===== src/design/cigrb_pkg.sv =====
// Shared types, constants and helpers for the CIGAR to reference block splitter.
package cigrb_pkg;

	localparam int POS_WIDTH = 40;
	localparam int SUM_W     = POS_WIDTH + 2;
	localparam int BLK_W     = 40;
	localparam int CODE_W    = 8;
	localparam int LEN_W     = 28;
	localparam int START_W   = 31;

	localparam int QDEPTH = 4;
	localparam int QPTR_W = $clog2(QDEPTH);
	localparam int QCNT_W = $clog2(QDEPTH + 1);

	localparam int APB_AW = 3;
	localparam int APB_DW = 32;

	typedef logic [POS_WIDTH-1:0] pos_t;
	localparam pos_t POS_MAX = '1;

	// ASCII operation letters.
	localparam logic [CODE_W-1:0] OP_M  = 8'h4D;
	localparam logic [CODE_W-1:0] OP_I  = 8'h49;
	localparam logic [CODE_W-1:0] OP_D  = 8'h44;
	localparam logic [CODE_W-1:0] OP_N  = 8'h4E;
	localparam logic [CODE_W-1:0] OP_S  = 8'h53;
	localparam logic [CODE_W-1:0] OP_H  = 8'h48;
	localparam logic [CODE_W-1:0] OP_P  = 8'h50;
	localparam logic [CODE_W-1:0] OP_EQ = 8'h3D;
	localparam logic [CODE_W-1:0] OP_X  = 8'h58;

	// Register word index on the configuration port.
	typedef enum logic {
		REG_BREAK_DEL  = 1'b0,
		REG_BREAK_SKIP = 1'b1
	} reg_idx_t;

	typedef struct packed {
		logic [CODE_W-1:0]  op_code;
		logic [LEN_W-1:0]   op_length;
		logic               first_op;
		logic               last_op;
		logic [START_W-1:0] align_start;
	} op_item_t;

	typedef struct packed {
		logic [BLK_W-1:0] block_start;
		logic [BLK_W-1:0] block_end;
		logic             final_block;
		logic             bad_op;
		logic             run_last;
	} blk_item_t;

	typedef struct packed {
		logic break_on_deletion;
		logic break_on_skip;
	} cfg_t;

	// Results produced by one processed op, written into the output queue.
	typedef struct packed {
		logic [1:0] count;
		blk_item_t  res0;
		blk_item_t  res1;
	} res_push_t;

	function automatic pos_t sat_pos(input logic [SUM_W-1:0] s);
		return (|s[SUM_W-1:POS_WIDTH]) ? POS_MAX : s[POS_WIDTH-1:0];
	endfunction

endpackage


===== src/design/cigrb_regs.sv =====
// Configuration register file behind the APB-style port.
module cigrb_regs (
	input  logic                         clk,
	input  logic                         arst_n,
	input  logic                         psel,
	input  logic                         penable,
	input  logic                         pwrite,
	input  logic [cigrb_pkg::APB_AW-1:0] paddr,
	input  logic [cigrb_pkg::APB_DW-1:0] pwdata,
	output logic [cigrb_pkg::APB_DW-1:0] prdata,
	output logic                         pready,
	output cigrb_pkg::cfg_t              cfg
);
	import cigrb_pkg::*;

	cfg_t     cfg_q;
	reg_idx_t idx;
	logic     wr_en;

	assign pready = 1'b1;
	assign idx    = reg_idx_t'(paddr[2]);
	assign wr_en  = psel & penable & pwrite & pready;
	assign cfg    = cfg_q;

	always_ff @(posedge clk or negedge arst_n) begin
		if (!arst_n) begin
			cfg_q <= '0;
		end else if (wr_en) begin
			unique case (idx)
				REG_BREAK_DEL:  cfg_q.break_on_deletion <= pwdata[0];
				REG_BREAK_SKIP: cfg_q.break_on_skip     <= pwdata[0];
				default: ;
			endcase
		end
	end

	always_comb begin
		prdata = '0;
		unique case (idx)
			REG_BREAK_DEL:  prdata[0] = cfg_q.break_on_deletion;
			REG_BREAK_SKIP: prdata[0] = cfg_q.break_on_skip;
			default: ;
		endcase
	end

endmodule


===== src/design/cigrb_step.sv =====
// Input register, alignment state and the per-op block computation.
module cigrb_step (
	input  logic                  clk,
	input  logic                  arst_n,
	input  cigrb_pkg::cfg_t       cfg,
	input  logic                  op_valid,
	output logic                  op_ready,
	input  cigrb_pkg::op_item_t   op_data,
	input  logic                  room,
	output cigrb_pkg::res_push_t  push
);
	import cigrb_pkg::*;

	logic     valid_s1;
	op_item_t item_s1;
	pos_t     cur_q;
	pos_t     pend_q;
	logic     drop_q;

	logic             fire;
	pos_t             eff_cur, eff_pend;
	logic             eff_drop;
	logic             is_ext, is_close, is_bad;
	logic [LEN_W-1:0] len_ext, len_all;
	logic [SUM_W-1:0] sum_all, sum_close, sum_pend;
	pos_t             end_all, end_close, pend_new;
	pos_t             cur_d, pend_d;
	logic             drop_d;

	assign fire     = valid_s1 & room;
	assign op_ready = ~valid_s1 | room;

	always_ff @(posedge clk or negedge arst_n) begin
		if (!arst_n) begin
			valid_s1 <= 1'b0;
		end else if (op_ready) begin
			valid_s1 <= op_valid;
		end
	end

	always_ff @(posedge clk) begin
		if (op_ready && op_valid) begin
			item_s1 <= op_data;
		end
	end

	// A first op restarts the alignment before the op itself is handled.
	always_comb begin
		eff_cur  = item_s1.first_op ? POS_WIDTH'(item_s1.align_start) : cur_q;
		eff_pend = item_s1.first_op ? '0 : pend_q;
		eff_drop = item_s1.first_op ? 1'b0 : drop_q;
	end

	always_comb begin
		is_ext   = 1'b0;
		is_close = 1'b0;
		is_bad   = 1'b0;
		case (item_s1.op_code) inside
			OP_M, OP_X, OP_EQ: is_ext = 1'b1;
			OP_I, OP_S, OP_P, OP_H: ;
			OP_D: begin
				is_close = cfg.break_on_deletion;
				is_ext   = ~cfg.break_on_deletion;
			end
			OP_N: begin
				is_close = cfg.break_on_skip;
				is_ext   = ~cfg.break_on_skip;
			end
			default: is_bad = 1'b1;
		endcase
	end

	// Saturation is monotone, so the nested clamps fold into one clamp of a
	// three-operand sum.
	assign len_ext   = is_ext ? item_s1.op_length : '0;
	assign len_all   = (is_ext | is_close) ? item_s1.op_length : '0;
	assign sum_all   = SUM_W'(eff_cur) + SUM_W'(eff_pend) + SUM_W'(len_all);
	assign sum_close = SUM_W'(eff_cur) + SUM_W'(eff_pend);
	assign sum_pend  = SUM_W'(eff_pend) + SUM_W'(len_ext);
	assign end_all   = sat_pos(sum_all);
	assign end_close = sat_pos(sum_close);
	assign pend_new  = sat_pos(sum_pend);

	always_comb begin
		push   = '0;
		cur_d  = eff_cur;
		pend_d = eff_pend;
		drop_d = eff_drop;
		if (eff_drop) begin
			drop_d = ~item_s1.last_op;
		end else if (is_bad) begin
			push.count        = 2'd1;
			push.res0.bad_op   = 1'b1;
			push.res0.run_last = 1'b1;
			pend_d            = '0;
			drop_d            = ~item_s1.last_op;
		end else if (is_close) begin
			push.res0.block_start = BLK_W'(eff_cur);
			push.res0.block_end   = BLK_W'(end_close);
			cur_d                 = end_all;
			pend_d                = '0;
			if (item_s1.last_op) begin
				push.count             = 2'd2;
				push.res1.block_start  = BLK_W'(end_all);
				push.res1.block_end    = BLK_W'(end_all);
				push.res1.final_block  = 1'b1;
				push.res1.run_last     = 1'b1;
			end else begin
				push.count         = 2'd1;
				push.res0.run_last = 1'b1;
			end
		end else if (item_s1.last_op) begin
			push.count            = 2'd1;
			push.res0.block_start = BLK_W'(eff_cur);
			push.res0.block_end   = BLK_W'(end_all);
			push.res0.final_block = 1'b1;
			push.res0.run_last    = 1'b1;
			cur_d                 = end_all;
			pend_d                = '0;
		end else begin
			pend_d = pend_new;
		end
		if (!fire) begin
			push.count = 2'd0;
		end
	end

	always_ff @(posedge clk or negedge arst_n) begin
		if (!arst_n) begin
			cur_q  <= '0;
			pend_q <= '0;
			drop_q <= 1'b0;
		end else if (fire) begin
			cur_q  <= cur_d;
			pend_q <= pend_d;
			drop_q <= drop_d;
		end
	end

`ifndef SYNTHESIS
	a_bad_fields: assert property (@(posedge clk) disable iff (!arst_n)
		(push.count != 2'd0 && push.res0.bad_op) |->
		(push.count == 2'd1 && push.res0.block_start == '0 &&
		 push.res0.block_end == '0 && !push.res0.final_block))
		else $error("error result carries block data");
	a_pair_order: assert property (@(posedge clk) disable iff (!arst_n)
		push.count == 2'd2 |->
		(!push.res0.run_last && !push.res0.final_block &&
		 push.res1.run_last && push.res1.final_block))
		else $error("two-result op has wrong result flags");
	a_drop_set: assert property (@(posedge clk) disable iff (!arst_n)
		(push.count == 2'd1 && push.res0.bad_op && !item_s1.last_op) |=> drop_q)
		else $error("error inside an alignment did not start dropping");
`endif

endmodule


===== src/design/cigrb_outq.sv =====
// Small result queue that takes up to two results a cycle and hands out one.
module cigrb_outq (
	input  logic                  clk,
	input  logic                  arst_n,
	input  cigrb_pkg::res_push_t  push,
	output logic                  room,
	output logic                  blk_valid,
	input  logic                  blk_ready,
	output cigrb_pkg::blk_item_t  blk_data
);
	import cigrb_pkg::*;

	blk_item_t         ent_q [QDEPTH];
	logic [QPTR_W-1:0] wr_ptr_q, rd_ptr_q;
	logic [QCNT_W-1:0] cnt_q;
	logic              pop;

	assign room      = cnt_q <= QCNT_W'(QDEPTH - 2);
	assign blk_valid = cnt_q != '0;
	assign blk_data  = ent_q[rd_ptr_q];
	assign pop       = blk_valid & blk_ready;

	always_ff @(posedge clk) begin
		if (push.count != 2'd0) begin
			ent_q[wr_ptr_q] <= push.res0;
		end
		if (push.count == 2'd2) begin
			ent_q[wr_ptr_q + QPTR_W'(1)] <= push.res1;
		end
	end

	always_ff @(posedge clk or negedge arst_n) begin
		if (!arst_n) begin
			wr_ptr_q <= '0;
			rd_ptr_q <= '0;
			cnt_q    <= '0;
		end else begin
			wr_ptr_q <= wr_ptr_q + QPTR_W'(push.count);
			rd_ptr_q <= rd_ptr_q + QPTR_W'(pop);
			cnt_q    <= cnt_q + QCNT_W'(push.count) - QCNT_W'(pop);
		end
	end

`ifndef SYNTHESIS
	a_no_overflow: assert property (@(posedge clk) disable iff (!arst_n)
		push.count != 2'd0 |-> cnt_q <= QCNT_W'(QDEPTH - 2))
		else $error("result pushed without room for two");
	a_count_bound: assert property (@(posedge clk) disable iff (!arst_n)
		cnt_q <= QCNT_W'(QDEPTH))
		else $error("result queue count out of range");
`endif

endmodule


===== src/design/cigar_to_reference_blocks.sv =====
// Top level of the CIGAR to reference block splitter.
//
// One CIGAR operation enters per op transfer (op_valid/op_ready, payload
// op_data); the first op of an alignment carries its reference start. Each
// op yields zero, one or two block transfers on blk_valid/blk_ready: a
// closed block when a deletion or skip closes the pending block, the final
// block on the alignment's last op, or one error result for an unknown op
// code, after which the rest of the alignment yields nothing. Positions and
// lengths saturate at the all-ones value of the position width.
// An op is held in an input register and processed from there once the
// four-entry result queue has room for two results; its first result is
// offered once the op's results have been written into the result queue.
// The block takes one op per cycle while the queue has room; the output
// side moves one result per cycle while the receiver is ready, so the two
// results of an op leave one after the other. When the receiver stalls the
// queue fills and op_ready drops; nothing is lost or repeated.
// Reset clears the alignment state, the queue and both mode registers.
// The mode registers sit on the APB-style port at byte addresses 0 and 4
// and must be written by the user only while the block is idle; the block has no check for this.
module cigar_to_reference_blocks (
	input  logic                         clk,
	input  logic                         arst_n,
	input  logic                         psel,
	input  logic                         penable,
	input  logic                         pwrite,
	input  logic [cigrb_pkg::APB_AW-1:0] paddr,
	input  logic [cigrb_pkg::APB_DW-1:0] pwdata,
	output logic [cigrb_pkg::APB_DW-1:0] prdata,
	output logic                         pready,
	input  logic                         op_valid,
	output logic                         op_ready,
	input  cigrb_pkg::op_item_t          op_data,
	output logic                         blk_valid,
	input  logic                         blk_ready,
	output cigrb_pkg::blk_item_t         blk_data
);
	import cigrb_pkg::*;

	cfg_t      cfg;
	res_push_t push;
	logic      room;

	// Mode registers.
	cigrb_regs u_regs (
		.clk     (clk),
		.arst_n  (arst_n),
		.psel    (psel),
		.penable (penable),
		.pwrite  (pwrite),
		.paddr   (paddr),
		.pwdata  (pwdata),
		.prdata  (prdata),
		.pready  (pready),
		.cfg     (cfg)
	);

	// Input register and the single-pass block computation.
	cigrb_step u_step (
		.clk      (clk),
		.arst_n   (arst_n),
		.cfg      (cfg),
		.op_valid (op_valid),
		.op_ready (op_ready),
		.op_data  (op_data),
		.room     (room),
		.push     (push)
	);

	// Result queue that decouples the receiver from the op stream.
	cigrb_outq u_outq (
		.clk       (clk),
		.arst_n    (arst_n),
		.push      (push),
		.room      (room),
		.blk_valid (blk_valid),
		.blk_ready (blk_ready),
		.blk_data  (blk_data)
	);

endmodule

===== config.mk =====
export PLATFORM = sky130hd
export DESIGN_NAME = cigar_to_reference_blocks
export DESIGN_NICKNAME = d
export VERILOG_FILES = /design/src/design/cigrb_pkg.sv /design/src/design/cigrb_regs.sv /design/src/design/cigrb_step.sv /design/src/design/cigrb_outq.sv /design/src/design/cigar_to_reference_blocks.sv
export SDC_FILE = /design/constraint.sdc
export NUM_CORES = 1
export LEC_CHECK = 0
export ABC_AREA = 0
export BUFFER_PORTS_ARGS = -buffer_cell sky130_fd_sc_hd__buf_2
export CAP_MARGIN = 20
export CORE_MARGIN = 10
export CORE_UTILIZATION = 60
export DETAILED_ROUTE_END_ITERATION = 16
export PLACE_DENSITY = 0.79
export SLEW_MARGIN = 10
export SYNTH_ARGS = -nofsm -noshare
export SYNTH_HDL_FRONTEND = slang
export SYNTH_HIERARCHICAL = 1
export SYNTH_SLANG_ARGS = --single-unit

===== constraint.sdc =====
create_clock -name clk -period 12.5 [get_ports clk]
set_clock_uncertainty 0.2 [all_clocks]
set_input_delay 0 -clock clk [delete_from_list [all_inputs] [get_ports clk]]
set_output_delay 0 -clock clk [all_outputs]
set_load 0.03 [all_outputs]

==> impl_metrics.csv <==
group,metric,value,unit
outcome,status,"finished, final reports clean",
layout,fin_nets,3101,
place,dp_hpwl,63.7,mm
cts,clk_pin_slew,0.06,ns
sta,period_share,70.9,%
pwr,irDropWorstVdd,0.000146,V
die,io_pins,229,
routing,dr.pass1.iters,5,
global_routing,grt_use_total,28.8,%
sta,rsz0062_at_grt,"no",
layout,drive_gt1_share,25.1,%
pwr,swShare,37.7,%
critical_path,critPathArrivalTime,9.15,ns
worst_hold_path,hp-class,"input pin to flop",
pwr,pwr-share-comb,36.7,%
cts,root_buffer,"clkbuf_16",
critical_path,cpMostUsedCell,"a21oi_1",
critical_path,crit_buf_inv,2,
critical_path,slowest_delay,0.72,ns
critical_path,crit_slowest_cell,"a21oi_1",
die,initial_core_util,60.5,%
pwr,p_switching,2.31,mW
cts,clkSinkCount,492,
synth,synth_top_area_share,37.9,%
synth,synthDistinctLibCells,98,
synth,yosys_warnings,6,
synth,synthTopCellsByArea,"edfxtp_1, dfrtp_1, mux2_4",
sta,finalHoldViolations,0,
routing,vias_per_cell,6.50,
sta,worstMarginPinSlew,1.16,ns
synth,netlist_area,31800,um^2
worst_hold_path,min-delay-start,"blk_ready",
cts,numCtsBuffers,51,
job,maxCapViolations,0,
layout,finish.utilization,68.2,%
synth,yosysTopAreaCell,"edfxtp_1",
sta,clock.fmax,113,MHz
synth,synth_top_flop_cell,"edfxtp_1",
cts,cts_buffer_depth,3,
place,dp_cells,3370,
critical_path,start_kind,"flop",
die,die_x,250,um
pwr,p_per_area,171,nW/um^2
sta,report.final.slew_viol_count,0,
layout,final_cell_mix,"edfxtp_1, nand2_1, buf_2, mux2_2, o21ai_0",
layout,nFillCells,3671,
synth,synth-seq-cells,492,
critical_path,cp_top_family,"compound AO/OA/AOI/OAI gates",
synth,netlist_instances,2679,
global_routing,grt_start_max_net_pins,70,
cts,post_cts_hold_buffer_count,148,
critical_path,end_kind,"flop",
synth,synth_edf_count,401,
place,gp_routability_congestion,0.958,
layout,instances_no_fill,3618,
die,num_rows,84,
cts,cts_tree,"done",
critical_path,crit_required,12.78,ns
global_routing,grt_antenna_before_repair,1,
die,fp.dieH,250,um
routing,drtIter0Drc,2612,
cts,h-tree-depth,2,
synth,synth_area_per_cell,11.9,um^2
cts,post_cts_buffers,0,
sta,fin_hold_ws,0.0813,ns
sta,slew_headroom,23.0,%
global_routing,overflow,0,
routing,route.detailed.drc,0,
routing,wl_per_cell,25.8,um
die,core_area,52600,um^2
routing,drt_wl_total,93.2,mm
place,port_buffers,163,
synth,async_flop_share,18.5,%
layout,synthToLayoutAreaGrowth,12.9,%
critical_path,crit_start,"u_step/item_s1[32]",
sta,setup_viol,0,
critical_path,timing.rr.start,"u_step/item_s1[32]",
die,dieArea,62600,um^2
routing,vias,23501,
layout,final_common_cell,"edfxtp_1",
sta,tns,0,ns
critical_path,crit_fanout,44,
pwr,pwr-share-seq,36.7,%
pwr,intPower,3.81,mW
cts,cts-resized-gates,0,
pwr,clockPowerShare,26.6,%
synth,ys_seq_area_share,45.1,%
global_routing,grt_pass1_vias,23189,
global_routing,grt_pass1_wl,142,mm
pwr,p_leak,14.7,nW
sta,post-route-min-period,8.86,ns
critical_path,critical_path_class,"flop to flop",
routing,ant_nets,0,
cts,clkLatencyLatePin,0.62,ns
[layer usage]
metal / GRT usage [%] / wire [um]
met1: 40.4 / 38400
met5: 0 / 0
met2: 45.7 / 43500
met3: 5.40 / 9180
met4: 6.94 / 2110
[sequential cells by signal, summed over array words and instances, names as in the netlist]
name,count
u_outq/wr_ptr_q,2
u_step/cur_q,40
u_step/item_s1,69
u_outq/cnt_q,3
u_step/pend_q,40
u_outq/ent_q,332
u_step/drop_q,1
u_step/valid_s1,1
u_regs/cfg,2
u_outq/rd_ptr_q,2
[power groups by stage]
stage | combinational [mW] | clock [mW] | sequential, mW
2_1_floorplan | 1.55 | 0 | 2.22
3_3_place_gp | 2.10 | 0 | 2.29
3_5_place_dp | 2.14 | 0 | 2.31
4_1_cts | 2.19 | 1.64 | 2.28
5_1_grt | 2.38 | 1.71 | 2.27
6_report | 2.25 | 1.63 | 2.24
[path summary, 6_finish.rpt]
path                                             to  slack (ns)  cells past startpoint
worst max-delay path            u_outq/ent_q[0][79]        3.64                     25
worst min-delay path             u_outq/rd_ptr_q[0]        0.08                      4
worst max register to register  u_outq/ent_q[0][79]        3.64                     25
worst min register to register     u_step/pend_q[7]        0.26                      2
max in group asynchronous        u_outq/rd_ptr_q[0]       11.02                      4
min in group asynchronous          u_step/pend_q[4]        0.32                      4
[synth_stat cells (all sizes together), types with 19 or more instances]
master / instances
mux4: 83
a21oi: 169
mux2: 360
nor2b: 55
o21ai: 218
nand4: 36
a211oi: 19
xnor2: 55
and3: 56
inv: 39
nand3: 27
nand2: 197
ha: 101
xor2: 35
edfxtp: 401
nor2: 136
o21a: 20
buf: 150
dfrtp: 91
nor3: 24
clkbuf: 78
a21o: 49
and2: 71
[through the flow]
| stage | total power [mW] | cell area (um^2) | setup slack, ns |
|---|---|---|---|
| global placement | 4.39 | 32400 | 4.07 |
| CTS | 6.10 | 35800 | 3.82 |
| finish | 6.12 | 35900 | 3.64 |
| floorplan | 3.77 | 31900 | 3.86 |
| detailed placement | 4.44 | 32500 | 3.86 |
| global route | 6.35 | 35900 | 3.28 |
[worst register-to-register path: cells and delay by family (launching register included)]
kind | cells | cell delay (ns)
fa+ha+maj | 2 | 0.67
mux | 2 | 0.78
simple gates | 7 | 1.80
buf+inv | 2 | 1.07
compound gates | 11 | 3.50
xor+xnor | 1 | 0.33
flops | 1 | 0.36
[cells by family (layout without fill, tap and decap cells)]
family,Yosys count,in the layout,synth area share (%)
XOR/XNOR,90,90,2.48
AO/OA/AOI/OAI,590,590,11.8
other,3,34,0.0354
adder cells (fa/ha/maj),104,104,4.13
AND/OR/NAND/NOR,679,679,10.9
flip-flops,492,492,45.1
multiplexers,454,454,20.5
buffers and inverters,267,487,5.05
[final cells by class]
type | instances | area (um^2) | share of cell area, %
Antenna cell | 1 | 2.50 | 0.00698
Clock buffer | 62 | 1340 | 3.73
Clock inverter | 33 | 443 | 1.24
Inverter | 39 | 146 | 0.408
Multi-Input combinational cell | 1950 | 16000 | 44.7
Sequential cell | 492 | 14300 | 39.9
Tap cell | 688 | 861 | 2.40
Timing Repair Buffer | 353 | 2720 | 7.59
Note: power is estimated with default switching activity, not from simulation.
